--- src/hw/rtl/arpc_pkg.sv ---
// Shared types and codes for the ARP cache table.
`timescale 1ns / 1ps

package arpc_pkg;

  localparam int KEY_W = 32;
  localparam int MAC_W = 48;
  localparam int CNT_OUT_W = 7;
  localparam int IN_TDATA_W = 88;
  localparam int OUT_TDATA_W = 64;

  localparam logic [1:0] OP_UPDATE = 2'd0;
  localparam logic [1:0] OP_LOOKUP = 2'd1;
  localparam logic [1:0] OP_DELETE = 2'd2;

  typedef struct packed {
    logic [KEY_W-1:0] key;
    logic [MAC_W-1:0] mac;
  } arpc_entry_t;

  typedef struct packed {
    logic        shift_en;
    logic        wr_en;
    arpc_entry_t wr_data;
  } arpc_cmd_t;

endpackage

--- src/hw/rtl/arpc_cell.sv ---
// One table slot: holds a key and MAC pair and takes its neighbor's pair on a shift.
`timescale 1ns / 1ps

module arpc_cell
  import arpc_pkg::*;
#(
  parameter int IW  = 6,
  parameter int IDX = 0
) (
  input  logic        clk,
  input  arpc_cmd_t   cmd,
  input  logic [IW-1:0] shift_from,
  input  logic [IW-1:0] wr_idx,
  input  arpc_entry_t nbr_in,
  output arpc_entry_t ent_out
);

  localparam logic [IW-1:0] MY_IDX = IW'(IDX);

  arpc_entry_t ent_r;

  // A write at this slot takes priority over the shift that closes a gap.
  always_ff @(posedge clk) begin
    if (cmd.wr_en && (wr_idx == MY_IDX)) begin
      ent_r <= cmd.wr_data;
    end else if (cmd.shift_en && (MY_IDX >= shift_from)) begin
      ent_r <= nbr_in;
    end
  end

  assign ent_out = ent_r;

endmodule

--- config.mk ---
export PLATFORM = sky130hd
export DESIGN_NAME = arpc_cell
export DESIGN_NICKNAME = d
export VERILOG_FILES = /design/src/hw/rtl/arpc_pkg.sv /design/src/hw/rtl/arpc_cell.sv
export SDC_FILE = /design/constraint.sdc
export NUM_CORES = 1
export LEC_CHECK = 0
export ABC_AREA = 1
export BUFFER_PORTS_ARGS = -buffer_cell sky130_fd_sc_hd__buf_2
export CAP_MARGIN = 10
export CORE_MARGIN = 5
export CORE_UTILIZATION = 41
export CTS_CLUSTER_DIAMETER = 80
export DETAILED_ROUTE_END_ITERATION = 6
export GPL_TIMING_DRIVEN = 0
export HOLD_SLACK_MARGIN = 0.08
export MAX_ROUTING_LAYER = met4
export PLACE_DENSITY = 0.8
export SYNTH_ARGS = -nofsm -noshare
export SYNTH_HDL_FRONTEND = slang
export SYNTH_SLANG_ARGS = --single-unit
--- constraint.sdc ---
create_clock -name clk -period 4 [get_ports clk]
set_input_delay 0.6 -clock clk [delete_from_list [all_inputs] [get_ports clk]]
set_output_delay 0.6 -clock clk [all_outputs]
set_load 0.05 [all_outputs]
==> summary.txt <==
N_diodes - 0
Root Buffer - clkbuf_8
Worst path max stage delay - 0.36 ns
FP Rows - 34
Cell area after synthesis - 3660 um^2
Total CTS buffers - 9
Hold path startpoint - nbr_in[53]
CP Class - input port to register
DR DRC count - 0
Gp weighted congestion - 0.890
Type of the tightest min-delay check - input port to register
Total die area - 10900 um^2
Antenna violations before repair - 0
Final period utilization - 56.3%
Die Wd - 104 um
Initial core utilization - 42.0%
Synth Register Bits - 80
Yosys warns - 0
Avg WL per Cell - 15.5 um
Worst EP arrival - 2.27 ns
Number of I/O pins - 255
Worst-case hold path end point - ent_out[53]
RSZ-0062 raised after global routing - no
Routed Antenna Nets - 0
GR Overflow Total - 0
Vias in the first global route - 3654
Initial DRC count - 140
Syn_nets - 535
Worst-path fanout max - 47
Reg clk slew, reported paths - 0.08 ns
CP bufs+invs - 4
Endpoints failing setup - 0
Vias - 3616
Worst slew margin - 68.5%
Core area - 8720 um^2
Fin. max-slew vios - 0
Number of flip-flops in the largest register - 80
Fin nets - 801
DP HPWL - 9.10 mm
Worst IR Drop VDD - 199 uV
Setup slack after layout - 1.75 ns
FF/Latch Area - 2400 um^2
Clock Path Buffers - 2
Largest net degree at the start of global routing - 48
Crit path top cell by count - nand2_4
Final Hold Fails - 0
Area growth syn-to-layout - 44.9%
PostCTS Resize Cnt - 0
Clk sinks - 80
Cells along the critical path - buf_2 -> inv_1 -> nand2_1 -> nor2_4 -> nand2_4 -> buf_6 -> nand2_4 -> buf_12
Area of the multi-input gates - 1080 um^2
Min Clock Period, post-route - 2.25 ns
Final non-filler cell total - 739
Status - completed
Dpl ws - 1.40 ns
Cell Count Post-Placement - 723
TritonCTS clock tree - built
Worst path required time - 4.01 ns
Register area share after synthesis - 65.6%
Leak Pwr - 2.68 nW
Overall routing resource usage - 21.1%
CTS H-tree lvls - 3
Worst hold slack - 0.525 ns
Commonest non-fill, non-tap cell in the layout - buf_2
Hold_buf cts - 0
First-pass GRT wire length - 17.8 mm
Setup bufs post-CTS - 0
Gate Count Post-Synth - 360
Pwr dens - 335 nW/um^2
CP Capture Type - register
Netlist cell types - 12
Fillers - 768
Drt first pass iters - 6
Most frequent cells in the layout - buf_2 (270), nand2_1 (162), nand3_1 (80), edfxtp_1 (80), clkbuf_8 (9)
Top cell family by delay on the critical path - simple AND/OR/NAND/NOR gates
Crit-path slowest cell - nand2_4
Total wire length - 11.5 mm
Syn avg cell area - 10.2 um^2
Startpoint types - input port
Hold Crit Depth - 3
Layout cells sized above 1 - 47.4%
Max-Cap Viols - 0
Count of input and output buffers - 254
FMAX - 444 MHz
Die Y - 104 um
Slew @ Worst Pin - 0.472 ns
Number of vias per cell - 4.89
==> synthesized netlist by cell type, drive strengths merged <==
cell type / count / area [um^2]
edfxtp: 80 / 2400
nand3: 80 / 400
inv: 5 / 18.8
nand4: 1 / 6.26
buf: 24 / 170
nor2: 5 / 33.8
nand2: 165 / 629
==> worst max-delay path by stage <==
stage | startpoint | to | slack, ns | depth (start not counted)
after detailed placement | wr_idx[3] | ent_out[30] | 1.40 | 8
after global routing | wr_idx[5] | ent_out[38] | 1.64 | 8
final | wr_idx[4] | ent_out[38] | 1.75 | 8
after global placement | wr_idx[3] | ent_out[4] | -0.33 | 7
after CTS | wr_idx[4] | ent_out[38] | 1.77 | 8
after floorplan | wr_idx[3] | ent_out[0] | 0.71 | 6
==> metal layers <==
layer  share of wire [%]  routed length [um]  global-route usage [%]
met5                   0                   0                       -
met4                 3.1                 350                    8.70
met3                 8.8                1010                    4.35
met2                  51                5870                    36.7
met1                  37                4230                    23.6
==> final cells by class <==
| type | count | share of cell area [%] |
|---|---|---|
| repair buffers | 255 | 24.3 |
| clock buffers | 10 | 2.41 |
| clock inverters | 6 | 1.58 |
| multi-input cells | 251 | 20.3 |
| inverters | 5 | 0.354 |
| plain buffers | 24 | 3.21 |
| flip-flops and latches | 80 | 45.3 |
| well taps | 108 | 2.55 |
==> worst min-delay path: cells and delay by family <==
| kind | cells | cell delay, ns |
|---|---|---|
| simple gates | 2 | 0.08 |
| buf+inv | 1 | 0.07 |
==> through the flow <==
step,total power [mW],utilization (%),area [um^2],setup TNS [ns]
global route,1.85,60.8,5310,0
floorplan,1.05,-,3660,0
finish,1.78,60.8,5310,0
global placement,1.15,58.1,5070,-26.09
CTS,1.80,60.8,5310,0
detailed placement,1.16,58.4,5090,0
==> kinds of logic (layout without fill, tap and decap cells) <==
| family | count (synthesis) | in the layout | synth area share, % |
|---|---|---|---|
| flops | 80 | 80 | 65.6 |
| simple gates | 251 | 251 | 29.2 |
| buf+inv | 29 | 300 | 5.16 |
==> report_power, final <==
group          total (mW)  internal, mW  switching (mW)
clock network       0.637         0.349           0.288
logic               0.204        0.0899           0.114
registers           0.936         0.934         0.00239
Power figures use the tool's default switching activity.
