==> src/hw/rtl/arpc_pkg.sv <==
// Shared types and codes for the ARP cache table.
`timescale 1ns / 1ps

package arpc_pkg;

  localparam int KEY_W = 32;
  localparam int MAC_W = 48;
  localparam int CNT_OUT_W = 7;
  localparam int IN_TDATA_W = 88;
  localparam int OUT_TDATA_W = 64;

  localparam logic [1:0] OP_UPDATE = 2'd0;
  localparam logic [1:0] OP_LOOKUP = 2'd1;
  localparam logic [1:0] OP_DELETE = 2'd2;

  typedef struct packed {
    logic [KEY_W-1:0] key;
    logic [MAC_W-1:0] mac;
  } arpc_entry_t;

  typedef struct packed {
    logic        shift_en;
    logic        wr_en;
    arpc_entry_t wr_data;
  } arpc_cmd_t;

endpackage

==> src/hw/rtl/arpc_ctrl.sv <==
// Sequencer that scans the rotating cell row, commits the operation and drives the result beat.
`timescale 1ns / 1ps

module arpc_ctrl
  import arpc_pkg::*;
#(
  parameter int DEPTH = 64,
  parameter int IW    = 6,
  parameter int CW    = 7
) (
  input  logic                   clk,
  input  logic                   rst_n,
  input  logic                   in_tvalid,
  output logic                   in_tready,
  input  logic [IN_TDATA_W-1:0]  in_tdata,
  output logic                   out_tvalid,
  input  logic                   out_tready,
  output logic [OUT_TDATA_W-1:0] out_tdata,
  input  arpc_entry_t            head,
  output arpc_cmd_t              cmd,
  output logic [IW-1:0]          shift_from,
  output logic [IW-1:0]          wr_idx
);

  localparam int EW = (CW > CNT_OUT_W) ? CW : CNT_OUT_W;
  localparam logic [CW-1:0] FULL_CNT = CW'(DEPTH);
  localparam logic [IW-1:0] LAST_IDX = IW'(DEPTH - 1);

  typedef enum logic [3:0] {
    ST_IDLE   = 4'b0001,
    ST_SCAN   = 4'b0010,
    ST_COMMIT = 4'b0100,
    ST_DONE   = 4'b1000
  } state_t;

  state_t               state_r;
  logic [1:0]           op_r;
  logic [KEY_W-1:0]     key_r;
  logic [MAC_W-1:0]     mac_r;
  logic [IW-1:0]        k_r;
  logic                 found_r;
  logic [IW-1:0]        pos_r;
  logic [MAC_W-1:0]     lmac_r;
  logic [CW-1:0]        fill_r;
  logic [CW-1:0]        fill_nxt;
  logic                 refuse;
  logic                 scan_match;
  logic                 res_hit_r;
  logic [MAC_W-1:0]     res_mac_r;
  logic                 res_status_r;
  logic                 out_tvalid_r;
  logic [OUT_TDATA_W-1:0] out_tdata_r;
  logic [EW-1:0]        cnt_ext;
  logic                 out_free;

  assign in_tready  = (state_r == ST_IDLE);
  assign out_tvalid = out_tvalid_r;
  assign out_tdata  = out_tdata_r;
  assign out_free   = !out_tvalid_r || out_tready;

  // The row turns by one slot each scan cycle, so after k turns the head holds slot k.
  assign scan_match = (state_r == ST_SCAN) && !found_r && (CW'(k_r) < fill_r) &&
                      (head.key == key_r);

  always_comb begin
    cmd.shift_en     = 1'b0;
    cmd.wr_en        = 1'b0;
    cmd.wr_data.key  = key_r;
    cmd.wr_data.mac  = mac_r;
    shift_from       = '0;
    wr_idx           = '0;
    fill_nxt         = fill_r;
    refuse           = 1'b0;
    if (state_r == ST_SCAN) begin
      cmd.shift_en = 1'b1;
    end else if (state_r == ST_COMMIT) begin
      case (op_r)
        OP_UPDATE: begin
          if (found_r) begin
            cmd.shift_en = 1'b1;
            shift_from   = pos_r;
            cmd.wr_en    = 1'b1;
            wr_idx       = IW'(fill_r - 1'b1);
          end else if (fill_r != FULL_CNT) begin
            cmd.wr_en = 1'b1;
            wr_idx    = IW'(fill_r);
            fill_nxt  = fill_r + 1'b1;
          end else begin
            refuse = 1'b1;
          end
        end
        OP_DELETE: begin
          if (found_r) begin
            cmd.shift_en = 1'b1;
            shift_from   = pos_r;
            fill_nxt     = fill_r - 1'b1;
          end
        end
        default: begin
        end
      endcase
    end
  end

  assign cnt_ext = EW'(fill_r);

  always_ff @(posedge clk) begin
    if (!rst_n) begin
      state_r      <= ST_IDLE;
      fill_r       <= '0;
      out_tvalid_r <= 1'b0;
    end else begin
      if ((state_r == ST_DONE) && out_free) begin
        out_tvalid_r <= 1'b1;
      end else if (out_tvalid_r && out_tready) begin
        out_tvalid_r <= 1'b0;
      end
      unique case (state_r)
        ST_IDLE: begin
          if (in_tvalid) begin
            state_r <= ST_SCAN;
          end
        end
        ST_SCAN: begin
          if (k_r == LAST_IDX) begin
            state_r <= ST_COMMIT;
          end
        end
        ST_COMMIT: begin
          fill_r  <= fill_nxt;
          state_r <= ST_DONE;
        end
        ST_DONE: begin
          if (out_free) begin
            state_r <= ST_IDLE;
          end
        end
        default: begin
          state_r <= ST_IDLE;
        end
      endcase
    end
  end

  always_ff @(posedge clk) begin
    case (state_r)
      ST_IDLE: begin
        op_r    <= in_tdata[1:0];
        key_r   <= in_tdata[33:2];
        mac_r   <= in_tdata[81:34];
        k_r     <= '0;
        found_r <= 1'b0;
      end
      ST_SCAN: begin
        k_r <= k_r + 1'b1;
        if (scan_match) begin
          found_r <= 1'b1;
          pos_r   <= k_r;
          lmac_r  <= head.mac;
        end
      end
      ST_COMMIT: begin
        res_hit_r    <= found_r && ((op_r == OP_LOOKUP) || (op_r == OP_DELETE));
        res_mac_r    <= (found_r && (op_r == OP_LOOKUP)) ? lmac_r : '0;
        res_status_r <= refuse;
      end
      ST_DONE: begin
        if (out_free) begin
          out_tdata_r <= {7'd0, cnt_ext[CNT_OUT_W-1:0], res_status_r, res_mac_r, res_hit_r};
        end
      end
      default: begin
      end
    endcase
  end

`ifndef NO_ASSERTIONS
  a_fill_bound : assert property (@(posedge clk) disable iff (!rst_n)
    fill_r <= FULL_CNT)
    else $error("entry count exceeds table depth");

  a_refuse_keeps : assert property (@(posedge clk) disable iff (!rst_n)
    (state_r == ST_COMMIT) && refuse |=> fill_r == $past(fill_r))
    else $error("refused update changed the entry count");

  a_out_from_done : assert property (@(posedge clk) disable iff (!rst_n)
    $rose(out_tvalid_r) |-> $past(state_r == ST_DONE))
    else $error("result beat raised outside the done state");

  a_scan_no_write : assert property (@(posedge clk) disable iff (!rst_n)
    (state_r == ST_SCAN) |-> !cmd.wr_en && (shift_from == '0))
    else $error("scan must rotate the whole row without writes");
`endif

endmodule
==> config.mk <==
export PLATFORM = sky130hd
export DESIGN_NAME = arpc_ctrl
export DESIGN_NICKNAME = d
export VERILOG_FILES = /design/src/hw/rtl/arpc_pkg.sv /design/src/hw/rtl/arpc_ctrl.sv
export SDC_FILE = /design/constraint.sdc
export NUM_CORES = 1
export LEC_CHECK = 0
export BUFFER_PORTS_ARGS = -buffer_cell sky130_fd_sc_hd__buf_4
export CORE_AREA = 2 2 141 281
export CTS_BUF_LIST = sky130_fd_sc_hd__clkbuf_8
export CTS_CLUSTER_SIZE = 24
export DETAILED_ROUTE_END_ITERATION = 12
export DIE_AREA = 0 0 143 283
export GPL_TIMING_DRIVEN = 0
export HOLD_SLACK_MARGIN = 0.06
export SYNTH_ARGS = -nofsm -noshare
export SYNTH_HDL_FRONTEND = slang
export SYNTH_SLANG_ARGS = --single-unit
==> constraint.sdc <==
create_clock -name clk -period 6.8 [get_ports clk]
set_input_delay 1.7 -clock clk [delete_from_list [all_inputs] [get_ports clk]]
set_output_delay 1.7 -clock clk [all_outputs]
set_load 0.03 [all_outputs]
==> results.md <==
- CTS Sinks: 262
- Dpl ws: 2.57 ns
- Worst vdd ir: 0.000165 V
- Leakage: 5.39 nW
- Hold_buf cts: 0
- Crit. End Element: primary output
- Setup Crit Path Kind: flop to primary output
- Die span in x: 143 microns
- Ports: 332
- Sum Neg Setup Slack: 0 ns
- Syn_area_per_cell: 18.2 sq um
- WL final: 25,400 microns
- Final period utilization: 0.605
- DP Cell Count: 1,372
- Worst path required time: 5.10 ns
- DRT Pass-1 Iters: 4
- Worst-path fanout max: 10
- Yosys cell types: 46
- Worst-path clk slew: 0.07 ns
- Worst path slowest cell: edfxtp_1
- Starting Density: 0.246
- Die Area: 40,500 sq um
- Largest net degree at the start of global routing: 80
- HP Class: flop to flop
- Slew @ Worst Pin: 0.848 ns
- Synth Cell Area: 9470 sq um
- Internal power: 2.72 mW
- Max_cap viols: 0
- GR Util All Layers: 0.122
- Vias in the first global route: 6,310
- Sw frac: 0.242
- Die height: 283 microns
- CP arrival: 2.41 ns
- IO Port Bufs: 318
- Initial antenna violation count: 1
- Most common cell after layout, fill and taps aside: buf_4
- Via count: 5,911
- Layout Cells excl Fill: 1,444
- Clock Power Share: 0.374
- Final Skew: 0.0121 ns
- Syn-to-layout area delta: 42.3%
- Mapped Cells: 521
- Root buf cell: clkbuf_8
- Share of layout cells above drive strength 1: 0.431
- Shortest period the worst path allows: 4.11 ns
- Status: finished clean
- Crit path max-delay family: buffers and inverters
- GPL Wtd Cong: 0.930
- Critical path's largest stage delay: 0.42 ns
- Pwr dens: 266 nW/um^2
- Seq pwr share: 0.521
- Worst-skew pair later-pin latency: 0.56 ns
- Final Max Slew Viols: 0
- Num CTS Buffers: 39
- Combinational Power Share: 0.105
- Postcts setup bufs: 0
- Yosys warns: 0
- CTS tree: built
- Core ar.: 38,400 sq um
- Setup Viol. Count Final: 0
- Detailed Route Iter0 Violations: 219
- Max_slew headroom: 0.434
- Commonest non-fill, non-tap cells in the layout: buf_4 (325), edfxtp_1 (250), and3_1 (50), clkbuf_8 (42), xnor2_1 (39)
- Post-layout power: 3.58 mW
- Gr ovfl total: 0
- Site row count: 102
- Final hold violation count: 0
- Via density: 4.09
- First-pass GRT wire length: 36,700 microns
- ANT nets after route: 0
- Residual DRC: 0
- PnR worst setup slack: 2.69 ns
- Final nets: 1,077
- Post-synthesis register bit count: 262
- Seq/Total Area, Yosys: 0.818
- WP buf/inv: 3
- RSZ-0062 raised after global routing: false
- Dpl hpwl: 19,500 microns
- Post-CTS Resized: 0
- Sw Pwr: 869 uW
- Crit path cell chain: inv_1, ha_1, buf_1, o211a_1, and2_1, buf_4
- Max Root-Sink Buffers: 3
- CP startpoint kind: flop
- Max Freq: 0.243 GHz
- H-tree levels: 2
- WL per Instance: 17.6 microns
## metrics by stage
step / instance area, sq um / util / hold slack, ns
floorplan: 9490 / - / 0.400
global placement: 12500 / 0.326 / 0.401
detailed placement: 12700 / 0.330 / 0.405
CTS: 13500 / 0.351 / 0.412
global route: 13500 / 0.351 / 0.417
finish: 13500 / 0.351 / 0.411
## synth_stat cells (all sizes together)
| library cell | instances | area share |
|---|---|---|
| nor2 | 13 | 0.0052 |
| and4b | 2 | 0.0021 |
| dfxtp | 12 | 0.025 |
| o21a | 1 | 0.00079 |
| conb | 1 | 0.00040 |
| a21boi | 3 | 0.0028 |
| xor2 | 4 | 0.0037 |
| nand2b | 1 | 0.00066 |
| edfxtp | 250 | 0.79 |
| xnor2 | 39 | 0.036 |
| nor4b | 2 | 0.0034 |
| nand4b | 2 | 0.0019 |
| o221a | 1 | 0.0012 |
| nor2b | 4 | 0.0026 |
| nor3 | 5 | 0.0026 |
| nand4 | 8 | 0.0053 |
| ha | 12 | 0.016 |
| o211ai | 1 | 0.00079 |
| or2 | 1 | 0.00066 |
| nand2 | 13 | 0.0052 |
| or3 | 4 | 0.0026 |
| nand3 | 9 | 0.0048 |
| a2111oi | 1 | 0.00093 |
| clkbuf | 15 | 0.0059 |
| a31oi | 2 | 0.0013 |
| a22o | 1 | 0.0011 |
| nor3b | 2 | 0.0016 |
| o211a | 2 | 0.0021 |
| inv | 11 | 0.0044 |
| nor4 | 2 | 0.0013 |
| and2 | 12 | 0.0079 |
| buf | 10 | 0.0077 |
| mux2i | 1 | 0.0011 |
| and3 | 50 | 0.033 |
| a21oi | 12 | 0.0063 |
| nand3b | 3 | 0.0024 |
| or4b | 2 | 0.0021 |
| o21ai | 6 | 0.0032 |
| a31o | 1 | 0.00093 |
## final timing paths
kind | start | to | slack (ns) | cells past startpoint
hold / removal | res_mac_r[5] | out_tdata[6] | 0.41 | 0
setup / recovery | op_r[0] | shift_from[5] | 2.69 | 6
hold reg to reg | res_mac_r[5] | out_tdata[6] | 0.41 | 0
setup reg to reg | state_r[0] | lmac_r[4] | 3.68 | 8
## state kept, by name (all words and copies together), names as in the netlist
register and count:
out_tdata 57, lmac_r 48, mac_r 48, res_mac_r 48, key_r 32, cnt_ext 7
k_r 6, pos_r 6, state_r 4, op_r 2, found_r 1, out_tvalid 1
res_hit_r 1, res_status_r 1
## final cells by class
class	instances	area, sq um
Multi-Input combinational cell	229	1590
Tap cell	520	651
Clock buffer	42	578
Clock inverter	29	233
Fill cell	3707	24900
Sequential cell	262	7750
Antenna cell	1	2.50
Inverter	11	43.8
Timing Repair Buffer	325	2500
Buffer	25	129
## cells by family after synthesis
family | share of synthesized area
buffers and inverters | 0.0180
XOR/XNOR | 0.0398
other | 0.000396
multiplexers | 0.00106
AO/OA/AOI/OAI | 0.0214
AND/OR/NAND/NOR | 0.0854
adder cells (fa/ha/maj) | 0.0159
flip-flops | 0.818
## layer usage
metal | share of wire | global-route usage | up-vias
met5 | 0 | 0 | -
li1 | - | - | 2711
met2 | 0.49 | 0.210 | 413
met1 | 0.36 | 0.131 | 2747
met4 | 0.031 | 0.0490 | 0
met3 | 0.12 | 0.0509 | 40
## power by group through the flow
| stage | Clock [mW] | Sequential [mW] | Combinational [mW] |
|---|---|---|---|
| after floorplan | 0 | 1.98 | 0.0923 |
| after global placement | 0 | 1.91 | 0.371 |
| after detailed placement | 0 | 1.90 | 0.380 |
| after CTS | 1.38 | 1.87 | 0.381 |
| after global routing | 1.44 | 1.87 | 0.401 |
| final | 1.34 | 1.87 | 0.376 |
No activity file was read; power rests on OpenSTA's default activity.
